## src/rtl/kts_pkg.sv

```systemverilog
// Package for the Kahn topological sort block: sizes, item types and helpers.
`timescale 1ns / 1ps

package kts_pkg;

    // Graph capacity
    localparam int MAX_NODES  = 64;
    localparam int MAX_EDGES  = 256;

    // Field and counter widths
    localparam int NODE_W     = 6;                        // vertex field width
    localparam int CFG_W      = 7;                        // node_count register width
    localparam int NODE_CNT_W = $clog2(MAX_NODES + 1);    // counts 0..MAX_NODES
    localparam int EDGE_AW    = $clog2(MAX_EDGES);        // edge store address
    localparam int EDGE_CNT_W = $clog2(MAX_EDGES + 1);    // counts 0..MAX_EDGES
    localparam int DEG_W      = EDGE_CNT_W;               // in-degree can reach MAX_EDGES
    localparam int EDGE_W     = 2 * NODE_W;               // stored {source, target}

    localparam logic [CFG_W-1:0] NODE_COUNT_RESET = CFG_W'(64);

    // One input item
    typedef struct packed {
        logic [NODE_W-1:0] edge_source;
        logic [NODE_W-1:0] edge_target;
        logic              carries_edge;
        logic              final_item;
    } edge_item_t;

    // One result item
    typedef struct packed {
        logic [NODE_W-1:0] vertex;
        logic              vertex_valid;
        logic              last_of_run;
        logic              cycle_found;
        logic              edges_dropped;
    } order_item_t;

    // Pack an edge for the edge store
    function automatic logic [EDGE_W-1:0] pack_edge(input logic [NODE_W-1:0] src,
                                                    input logic [NODE_W-1:0] dst);
        pack_edge = {src, dst};
    endfunction

endpackage

```

## src/rtl/kahn_topological_sort_top.sv

```systemverilog
// Kahn topological sort engine: edge loader, in-degree scan and edge walk sequencer.
//
//   channel  direction  handshake                   payload
//   edge     input      edge_valid / edge_stall     edge_item  (edge_item_t)
//   order    output     order_valid / order_stall   order_item (order_item_t)
//   cfg      input      cfg_valid / cfg_ready       cfg_data   (node_count)
//
// A non-final item with a kept edge passes through ST_LOAD_WR for a read-modify-write
// of the in-degree memory port; a dropped or absent edge leaves the sequencer idle.
// The sort then scans all in-degrees, and for every vertex walks the whole edge store
// and updates the in-degree of each edge that leaves it; the single edge store read
// port serialises this walk.
// Reset clears control state and the in-degree valid bits and sets node_count
// to 64; no clearing pass is needed. edge_stall is high whenever the sequencer is
// not idle. A stalled output holds the sequencer until the result is taken.
`timescale 1ns / 1ps

module kahn_topological_sort_top
    import kts_pkg::*;
(
    input  logic              clk,
    input  logic              rst_n,
    // Edge items
    input  logic              edge_valid,
    output logic              edge_stall,
    input  edge_item_t        edge_item,
    // Order items
    output logic              order_valid,
    input  logic              order_stall,
    output order_item_t       order_item,
    // node_count register
    input  logic              cfg_valid,
    output logic              cfg_ready,
    input  logic [CFG_W-1:0]  cfg_data
);

    typedef enum logic [10:0] {
        ST_IDLE     = 11'b000_0000_0001,
        ST_LOAD_WR  = 11'b000_0000_0010,
        ST_SCAN_RD  = 11'b000_0000_0100,
        ST_SCAN_CHK = 11'b000_0000_1000,
        ST_POP      = 11'b000_0001_0000,
        ST_POP_WAIT = 11'b000_0010_0000,
        ST_WALK_RD  = 11'b000_0100_0000,
        ST_WALK_CHK = 11'b000_1000_0000,
        ST_DEG_UPD  = 11'b001_0000_0000,
        ST_EMIT     = 11'b010_0000_0000,
        ST_NONE     = 11'b100_0000_0000
    } sort_state_t;

    sort_state_t            state_reg, state_next;
    logic [CFG_W-1:0]       node_count_reg;
    logic [EDGE_CNT_W-1:0]  edge_total_reg, edge_total_next;
    logic                   drop_reg, drop_next;
    logic [MAX_NODES-1:0]   deg_valid_reg, deg_valid_next;
    logic                   deg_vld_q_reg, deg_vld_q_next;
    logic [NODE_CNT_W-1:0]  head_reg, head_next;
    logic [NODE_CNT_W-1:0]  tail_reg, tail_next;
    logic [NODE_CNT_W-1:0]  emitted_reg, emitted_next;
    logic [NODE_CNT_W-1:0]  scan_idx_reg, scan_idx_next;
    logic [EDGE_CNT_W-1:0]  edge_idx_reg, edge_idx_next;
    logic [NODE_W-1:0]      cur_v_reg, cur_v_next;
    logic [NODE_W-1:0]      tgt_reg, tgt_next;
    logic                   final_reg, final_next;
    logic                   out_valid_reg, out_valid_next;
    order_item_t            out_item_reg, out_item_next;

    // Memory ports
    logic                   edge_wr_en;
    logic [EDGE_AW-1:0]     edge_wr_addr;
    logic [EDGE_W-1:0]      edge_wr_data;
    logic                   edge_rd_en;
    logic [EDGE_AW-1:0]     edge_rd_addr;
    logic [EDGE_W-1:0]      edge_rd_data;
    logic                   deg_wr_en;
    logic [NODE_W-1:0]      deg_wr_addr;
    logic [DEG_W-1:0]       deg_wr_data;
    logic                   deg_rd_en;
    logic [NODE_W-1:0]      deg_rd_addr;
    logic [DEG_W-1:0]       deg_rd_data;
    logic                   fifo_wr_en;
    logic [NODE_W-1:0]      fifo_wr_addr;
    logic [NODE_W-1:0]      fifo_rd_data;
    logic                   fifo_rd_en;

    logic [NODE_CNT_W-1:0]  n_eff;
    logic                   in_accept;
    logic                   edge_ok;
    logic [DEG_W-1:0]       deg_cur;
    logic                   out_free;
    logic                   queue_empty;
    logic [NODE_CNT_W-1:0]  emitted_inc;
    logic [NODE_W-1:0]      walk_src;
    logic [NODE_W-1:0]      walk_tgt;

    // Effective vertex count, clamped to capacity
    assign n_eff = (node_count_reg > CFG_W'(MAX_NODES)) ? NODE_CNT_W'(MAX_NODES)
                                                        : NODE_CNT_W'(node_count_reg);

    assign edge_stall  = (state_reg != ST_IDLE);
    assign in_accept   = edge_valid && !edge_stall;
    assign cfg_ready   = 1'b1;
    assign order_valid = out_valid_reg;
    assign order_item  = out_item_reg;

    // Keep an edge only if both endpoints are in range and the store has room
    assign edge_ok = edge_item.carries_edge
                  && (NODE_CNT_W'(edge_item.edge_source) < n_eff)
                  && (NODE_CNT_W'(edge_item.edge_target) < n_eff)
                  && (edge_total_reg < EDGE_CNT_W'(MAX_EDGES));

    assign deg_cur     = deg_vld_q_reg ? deg_rd_data : '0;
    assign out_free    = !out_valid_reg || !order_stall;
    assign queue_empty = (head_reg == tail_reg);
    assign emitted_inc = emitted_reg + 1'b1;
    assign walk_src    = edge_rd_data[EDGE_W-1:NODE_W];
    assign walk_tgt    = edge_rd_data[NODE_W-1:0];

    // Edge store
    kts_ram #(
        .WIDTH (EDGE_W),
        .DEPTH (MAX_EDGES)
    ) u_edge_ram (
        .clk     (clk),
        .wr_en   (edge_wr_en),
        .wr_addr (edge_wr_addr),
        .wr_data (edge_wr_data),
        .rd_en   (edge_rd_en),
        .rd_addr (edge_rd_addr),
        .rd_data (edge_rd_data)
    );

    // In-degree counts; entries without a valid bit read as zero
    kts_ram #(
        .WIDTH (DEG_W),
        .DEPTH (MAX_NODES)
    ) u_deg_ram (
        .clk     (clk),
        .wr_en   (deg_wr_en),
        .wr_addr (deg_wr_addr),
        .wr_data (deg_wr_data),
        .rd_en   (deg_rd_en),
        .rd_addr (deg_rd_addr),
        .rd_data (deg_rd_data)
    );

    // Ready queue
    kts_ram #(
        .WIDTH (NODE_W),
        .DEPTH (MAX_NODES)
    ) u_fifo_ram (
        .clk     (clk),
        .wr_en   (fifo_wr_en),
        .wr_addr (fifo_wr_addr),
        .wr_data (fifo_wr_en && (state_reg == ST_SCAN_CHK) ? scan_idx_reg[NODE_W-1:0]
                                                            : tgt_reg),
        .rd_en   (fifo_rd_en),
        .rd_addr (head_reg[NODE_W-1:0]),
        .rd_data (fifo_rd_data)
    );

    // Sequencer
    always_comb
    begin
        state_next     = state_reg;
        edge_total_next = edge_total_reg;
        drop_next      = drop_reg;
        deg_valid_next = deg_valid_reg;
        deg_vld_q_next = deg_vld_q_reg;
        head_next      = head_reg;
        tail_next      = tail_reg;
        emitted_next   = emitted_reg;
        scan_idx_next  = scan_idx_reg;
        edge_idx_next  = edge_idx_reg;
        cur_v_next     = cur_v_reg;
        tgt_next       = tgt_reg;
        final_next     = final_reg;
        out_item_next  = out_item_reg;
        out_valid_next = out_valid_reg && order_stall;

        edge_wr_en   = 1'b0;
        edge_wr_addr = edge_total_reg[EDGE_AW-1:0];
        edge_wr_data = pack_edge(edge_item.edge_source, edge_item.edge_target);
        edge_rd_en   = 1'b0;
        edge_rd_addr = edge_idx_reg[EDGE_AW-1:0];
        deg_wr_en    = 1'b0;
        deg_wr_addr  = tgt_reg;
        deg_wr_data  = deg_cur + 1'b1;
        deg_rd_en    = 1'b0;
        deg_rd_addr  = edge_item.edge_target;
        fifo_wr_en   = 1'b0;
        fifo_wr_addr = tail_reg[NODE_W-1:0];
        fifo_rd_en   = 1'b0;

        case (state_reg)
            ST_IDLE:
            begin
                if (in_accept)
                begin
                    tgt_next   = edge_item.edge_target;
                    final_next = edge_item.final_item;
                    if (edge_ok)
                    begin
                        // Store the edge and fetch its target's in-degree
                        edge_wr_en      = 1'b1;
                        edge_total_next = edge_total_reg + 1'b1;
                        deg_rd_en       = 1'b1;
                        deg_vld_q_next  = deg_valid_reg[edge_item.edge_target];
                        state_next      = ST_LOAD_WR;
                    end
                    else
                    begin
                        if (edge_item.carries_edge)
                        begin
                            drop_next = 1'b1;
                        end
                        if (edge_item.final_item)
                        begin
                            scan_idx_next = '0;
                            state_next    = ST_SCAN_RD;
                        end
                    end
                end
            end

            ST_LOAD_WR:
            begin
                // Bump the target's in-degree
                deg_wr_en               = 1'b1;
                deg_wr_data             = deg_cur + 1'b1;
                deg_valid_next[tgt_reg] = 1'b1;
                if (final_reg)
                begin
                    scan_idx_next = '0;
                    state_next    = ST_SCAN_RD;
                end
                else
                begin
                    state_next = ST_IDLE;
                end
            end

            ST_SCAN_RD:
            begin
                if (scan_idx_reg == n_eff)
                begin
                    state_next = ST_POP;
                end
                else
                begin
                    deg_rd_en      = 1'b1;
                    deg_rd_addr    = scan_idx_reg[NODE_W-1:0];
                    deg_vld_q_next = deg_valid_reg[scan_idx_reg[NODE_W-1:0]];
                    state_next     = ST_SCAN_CHK;
                end
            end

            ST_SCAN_CHK:
            begin
                // Queue vertices with no incoming edge, in index order
                if (deg_cur == '0)
                begin
                    fifo_wr_en = 1'b1;
                    tail_next  = tail_reg + 1'b1;
                end
                scan_idx_next = scan_idx_reg + 1'b1;
                state_next    = ST_SCAN_RD;
            end

            ST_POP:
            begin
                if (queue_empty)
                begin
                    state_next = ST_NONE;
                end
                else
                begin
                    fifo_rd_en = 1'b1;
                    head_next  = head_reg + 1'b1;
                    state_next = ST_POP_WAIT;
                end
            end

            ST_POP_WAIT:
            begin
                cur_v_next    = fifo_rd_data;
                edge_idx_next = '0;
                state_next    = ST_WALK_RD;
            end

            ST_WALK_RD:
            begin
                if (edge_idx_reg == edge_total_reg)
                begin
                    state_next = ST_EMIT;
                end
                else
                begin
                    edge_rd_en    = 1'b1;
                    edge_idx_next = edge_idx_reg + 1'b1;
                    state_next    = ST_WALK_CHK;
                end
            end

            ST_WALK_CHK:
            begin
                // Follow edges that leave the current vertex
                if (walk_src == cur_v_reg)
                begin
                    tgt_next       = walk_tgt;
                    deg_rd_en      = 1'b1;
                    deg_rd_addr    = walk_tgt;
                    deg_vld_q_next = deg_valid_reg[walk_tgt];
                    state_next     = ST_DEG_UPD;
                end
                else
                begin
                    state_next = ST_WALK_RD;
                end
            end

            ST_DEG_UPD:
            begin
                // Drop the target's in-degree; queue it when it reaches zero
                if (deg_cur != '0)
                begin
                    deg_wr_en   = 1'b1;
                    deg_wr_data = deg_cur - 1'b1;
                    if (deg_cur == DEG_W'(1))
                    begin
                        fifo_wr_en = 1'b1;
                        tail_next  = tail_reg + 1'b1;
                    end
                end
                state_next = ST_WALK_RD;
            end

            ST_EMIT:
            begin
                if (out_free)
                begin
                    out_valid_next              = 1'b1;
                    out_item_next.vertex        = cur_v_reg;
                    out_item_next.vertex_valid  = 1'b1;
                    out_item_next.last_of_run   = queue_empty;
                    out_item_next.cycle_found   = queue_empty && (emitted_inc < n_eff);
                    out_item_next.edges_dropped = queue_empty && drop_reg;
                    emitted_next                = emitted_inc;
                    state_next                  = ST_POP;
                    if (queue_empty)
                    begin
                        edge_total_next = '0;
                        drop_next       = 1'b0;
                        deg_valid_next  = '0;
                        head_next       = '0;
                        tail_next       = '0;
                        emitted_next    = '0;
                        state_next      = ST_IDLE;
                    end
                end
            end

            ST_NONE:
            begin
                // Nothing could be ordered: report one invalid item
                if (out_free)
                begin
                    out_valid_next              = 1'b1;
                    out_item_next.vertex        = '0;
                    out_item_next.vertex_valid  = 1'b0;
                    out_item_next.last_of_run   = 1'b1;
                    out_item_next.cycle_found   = (n_eff != '0);
                    out_item_next.edges_dropped = drop_reg;
                    edge_total_next             = '0;
                    drop_next                   = 1'b0;
                    deg_valid_next              = '0;
                    head_next                   = '0;
                    tail_next                   = '0;
                    emitted_next                = '0;
                    state_next                  = ST_IDLE;
                end
            end

            default:
            begin
                state_next = ST_IDLE;
            end
        endcase
    end

    // Control registers
    always_ff @(posedge clk or negedge rst_n)
    begin
        if (!rst_n)
        begin
            state_reg      <= ST_IDLE;
            node_count_reg <= NODE_COUNT_RESET;
            edge_total_reg <= '0;
            drop_reg       <= 1'b0;
            deg_valid_reg  <= '0;
            head_reg       <= '0;
            tail_reg       <= '0;
            emitted_reg    <= '0;
            out_valid_reg  <= 1'b0;
        end
        else
        begin
            state_reg      <= state_next;
            edge_total_reg <= edge_total_next;
            drop_reg       <= drop_next;
            deg_valid_reg  <= deg_valid_next;
            head_reg       <= head_next;
            tail_reg       <= tail_next;
            emitted_reg    <= emitted_next;
            out_valid_reg  <= out_valid_next;
            if (cfg_valid && cfg_ready)
            begin
                node_count_reg <= cfg_data;
            end
        end
    end

    // Payload and working registers
    always_ff @(posedge clk)
    begin
        deg_vld_q_reg <= deg_vld_q_next;
        scan_idx_reg  <= scan_idx_next;
        edge_idx_reg  <= edge_idx_next;
        cur_v_reg     <= cur_v_next;
        tgt_reg       <= tgt_next;
        final_reg     <= final_next;
        out_item_reg  <= out_item_next;
    end

    // Queue pointers stay ordered and within capacity
    assert property (@(posedge clk) disable iff (!rst_n)
        (head_reg <= tail_reg) && (tail_reg <= NODE_CNT_W'(MAX_NODES)))
        else $error("ready queue pointers out of order");

    // Edge count never passes the store size
    assert property (@(posedge clk) disable iff (!rst_n)
        edge_total_reg <= EDGE_CNT_W'(MAX_EDGES))
        else $error("edge count beyond store size");

    // The idle sequencer holds an empty queue and no emitted count
    assert property (@(posedge clk) disable iff (!rst_n)
        (state_reg == ST_IDLE) |-> (head_reg == '0) && (tail_reg == '0) && (emitted_reg == '0))
        else $error("idle with leftover sort state");

    // A held result stays put while the output is stalled
    assert property (@(posedge clk) disable iff (!rst_n)
        (out_valid_reg && order_stall) |=> out_valid_reg && $stable(out_item_reg))
        else $error("stalled result changed");

    // A new result is loaded only from an emit state
    assert property (@(posedge clk) disable iff (!rst_n)
        (out_valid_next && !(out_valid_reg && order_stall))
            |-> (state_reg == ST_EMIT) || (state_reg == ST_NONE))
        else $error("result loaded outside emit");

endmodule

```

## src/rtl/kts_ram.sv

```systemverilog
// Generic single-write, single-read RAM with a registered read port.
`timescale 1ns / 1ps

module kts_ram #(
    parameter int WIDTH = 8,
    parameter int DEPTH = 16
) (
    input  logic                     clk,
    input  logic                     wr_en,
    input  logic [$clog2(DEPTH)-1:0] wr_addr,
    input  logic [WIDTH-1:0]         wr_data,
    input  logic                     rd_en,
    input  logic [$clog2(DEPTH)-1:0] rd_addr,
    output logic [WIDTH-1:0]         rd_data
);

    logic [WIDTH-1:0] mem_reg [DEPTH];

    // Write port
    always_ff @(posedge clk)
    begin
        if (wr_en)
        begin
            mem_reg[wr_addr] <= wr_data;
        end
    end

    // Registered read port
    always_ff @(posedge clk)
    begin
        if (rd_en)
        begin
            rd_data <= mem_reg[rd_addr];
        end
    end

endmodule

```

## config.mk

```make
export PLATFORM = sky130hd
export DESIGN_NAME = kahn_topological_sort_top
export DESIGN_NICKNAME = d
export VERILOG_FILES = /design/src/rtl/kts_pkg.sv /design/src/rtl/kahn_topological_sort_top.sv /design/src/rtl/kts_ram.sv
export SDC_FILE = /design/constraint.sdc
export NUM_CORES = 2
export LEC_CHECK = 0
export ABC_CLOCK_PERIOD_IN_PS = 8100
export BUFFER_PORTS_ARGS = -buffer_cell sky130_fd_sc_hd__buf_2
export CAP_MARGIN = 20
export CELL_PAD_IN_SITES_DETAIL_PLACEMENT = 2
export CELL_PAD_IN_SITES_GLOBAL_PLACEMENT = 2
export CORE_MARGIN = 2
export CORE_UTILIZATION = 40
export CTS_CLUSTER_SIZE = 12
export DETAILED_ROUTE_END_ITERATION = 10
export GPL_ROUTABILITY_DRIVEN = 0
export PLACE_DENSITY = 0.65
export SLEW_MARGIN = 20
export SYNTH_ARGS = -nofsm -noshare
export SYNTH_HDL_FRONTEND = slang
export SYNTH_HIERARCHICAL = 1
export SYNTH_SLANG_ARGS = --single-unit
```

## constraint.sdc

```tcl
create_clock -name clk -period 8.1 [get_ports clk]
set_input_delay 2.43 -clock clk [delete_from_list [all_inputs] [get_ports clk]]
set_output_delay 2.43 -clock clk [all_outputs]
set_load 0.02 [all_outputs]
```

==> run metrics <==
WP data required 8.67 ns; top-level I/O count 39; top post-synthesis cells by area edfxtp_1, mux4_2, mux2i_1, dfrtp_1, nor2_1; RSZ-0062 raised after global routing false; drt pass-1 iters 6; Worst-Margin Slew 1.394 ns; Mapped Avg Cell Area 20.28 um^2; WS Path Type in2reg; aggregate global routing overflow 0; Commonest cells post-synth edfxtp_1, mux4_2, nor2_1; Layout area overhead 12.52%; Post-synth EDFFs 4099; fin cells 14350; Syn Nets 8274; Power Total 47180 uW; Die ar. 422200 um^2; fin nets 8561; max reg flops 3072; Max IR drop VDD 195.5 uV; Slew Limit Fails 0; core area 416000 um^2; clock slew seen by the registers of the worst setup and hold paths 0.06 ns; H-tree levels 5; sequential area share after synthesis 0.7551; first-pass GRT wire length 760600 um; std cell rows 237; synth warn 6; CTS tree yes; CTS Buf Count 441; Iter 0 DRT Violations 10490; DRT antenna net count 0; clk_skew 0.07594 ns; WL/cell 37.60 um; FFs w/ async S/R, synth 0.02706; cell with the most instances after synthesis edfxtp_1; setup TNS 0 ns; crit path time final 6.921 ns; post-synthesis cell type count 98; Setup crit end kind flop; max_cap viols 0; final core utilization 0.4511; initial antenna violation count 15; outcome completed; Setup Buffers After CTS 0; Final Hold Fails 0; starting density of the core 0.4009; vias in the first global route 93600; final WL 539800 um; vias per inst 6.115; largest net degree at the start of global routing 147; Max clock buf depth 4; Root Buffer clkbuf_16; DIE WIDTH 649.7 um; routed wl met3 40630 um; Max Fclk 144.5 MHz; critical-path maximum fanout 34; clock network latency to the later pin of the worst-skew pair 1.02 ns; Post-Syn Instances 8223; die height 649.7 um; PortBufs 37; DP Wirelength 337700 um; share of cells above drive strength 1 0.2443; M1 WL 219000 um; worst rel slew slack 0.06235; hold slack 0.4191 ns; DP Cell Count 13560; CP arrival 7.49 ns; Synth Cell Area 166800 um^2; P_leak 0.05685 uW; #FFs+latches synth 4213; post-synth top area cell edfxtp_1; P per Cell Area 251.4 nW/um^2; Main synth FF type edfxtp_1; worst hold path type reg2reg; DR WL met2 260300 um; Setup-failing EPs final 0; total track usage 0.2524; hold bufs inserted after CTS 0; clock sink count 4213; post-cts sizing count 0; Yosys top cell area share 0.7380; via count 87770; Tcrit/Tclk final 0.8544; startpoint types input port; drt drc 0; Top Metal Used met5
-- per-layer routing --
metal / up-vias / track usage
met5: - / 0
met4: 10 / 0.08336
met3: 783 / 0.04781
met2: 3748 / 0.4104
met1: 48360 / 0.3437
li1: 34880 / -
-- per-stage QoR --
stage	instance area [um^2]	setup WS (ns)
global route	187700	1.110
global placement	173600	0.4561
finish	187700	1.179
floorplan	166800	1.076
detailed placement	173700	0.4443
CTS	187100	1.497
-- worst max-delay path: stages --
cell and delay [ns]:
buf_8 0.24, ha_1 0.35, a21o_1 0.18, a31oi_1 0.17
o21ai_0 0.19, a221oi_2 0.31, buf_4 0.25, nand2_1 0.13
inv_1 0.79, nand3_1 1.02, nor2_1 1.24
-- path summary, 6_finish.rpt --
kind / slack (ns) / depth (start not counted) / startpoint / endpoint
max: 1.18 / 11 / edge_item[4] / u_edge_ram/mem_reg[148][0]$_DFFE_PP_
min: 0.42 / 0 / u_fifo_ram/rd_data[4]$_DFFE_PP_ / cur_v_reg[4]$_DFFE_PP_
max reg2reg: 1.65 / 12 / node_count_reg[6]$_DFFE_PN1P_ / u_edge_ram/mem_reg[148][0]$_DFFE_PP_
min reg2reg: 0.42 / 0 / u_fifo_ram/rd_data[4]$_DFFE_PP_ / cur_v_reg[4]$_DFFE_PP_
max in group asynchronous: 5.10 / 2 / rst_n / deg_valid_reg[4]$_DFFE_PN0P_
min in group asynchronous: 1.59 / 1 / rst_n / node_count_reg[5]$_DFFE_PN0P_
-- power breakdown --
| part | leakage [uW] | internal [uW] | switching (uW) |
|---|---|---|---|
| clock | 0.00657 | 10900 | 8590 |
| combinational | 0.0118 | 853 | 2230 |
| sequential | 0.0385 | 24400 | 214 |
-- cells by family (layout without fill, tap and decap cells) --
group	count (synthesis)	count (layout)	synth area share
flip-flops	4213	4213	0.7551
AND/OR/NAND/NOR	1158	1158	0.03339
buffers and inverters	527	1149	0.01950
multiplexers	1291	1291	0.1471
other	1	13	0.00002248
AO/OA/AOI/OAI	959	959	0.04040
XOR/XNOR	49	49	0.002618
adder cells (fa/ha/maj)	25	25	0.001875
-- cell type report --
| type | instances | area [um^2] |
|---|---|---|
| fill | 37310 | 228400 |
| multi-input combinational | 3483 | 38340 |
| clock buffer | 581 | 11720 |
| clock inverter | 197 | 1728 |
| tap | 5497 | 6878 |
| timing repair buffer | 348 | 2945 |
| sequential | 4213 | 126000 |
| inverter | 23 | 86.33 |
| antenna | 12 | 30.03 |
-- placed cells by master, fill, tap and decap left out, types with 36 or more instances in the layout --
| cell type | netlist | routed |
|---|---|---|
| a211oi_1 | 36 | 36 |
| a21oi_1 | 157 | 157 |
| a22oi_1 | 220 | 220 |
| a31oi_1 | 89 | 89 |
| buf_4 | 53 | 286 |
| clkbuf_1 | 208 | 130 |
| clkbuf_16 | 0 | 447 |
| clkinv_1 | 1 | 79 |
| clkinv_2 | 0 | 64 |
| dfrtp_1 | 112 | 109 |
| edfxtp_1 | 4099 | 4099 |
| mux2_2 | 76 | 76 |
| mux2i_1 | 293 | 291 |
| mux4_2 | 894 | 894 |
| nand2_1 | 129 | 122 |
| nand2b_1 | 37 | 36 |
| nand3_1 | 83 | 77 |
| nor2_1 | 567 | 403 |
| nor2_2 | 1 | 163 |
| nor2b_1 | 67 | 61 |
| nor3_1 | 54 | 49 |
| o21ai_0 | 64 | 63 |
| o221ai_1 | 68 | 67 |
| o22ai_1 | 111 | 111 |
Power figures use the tool's default switching activity.
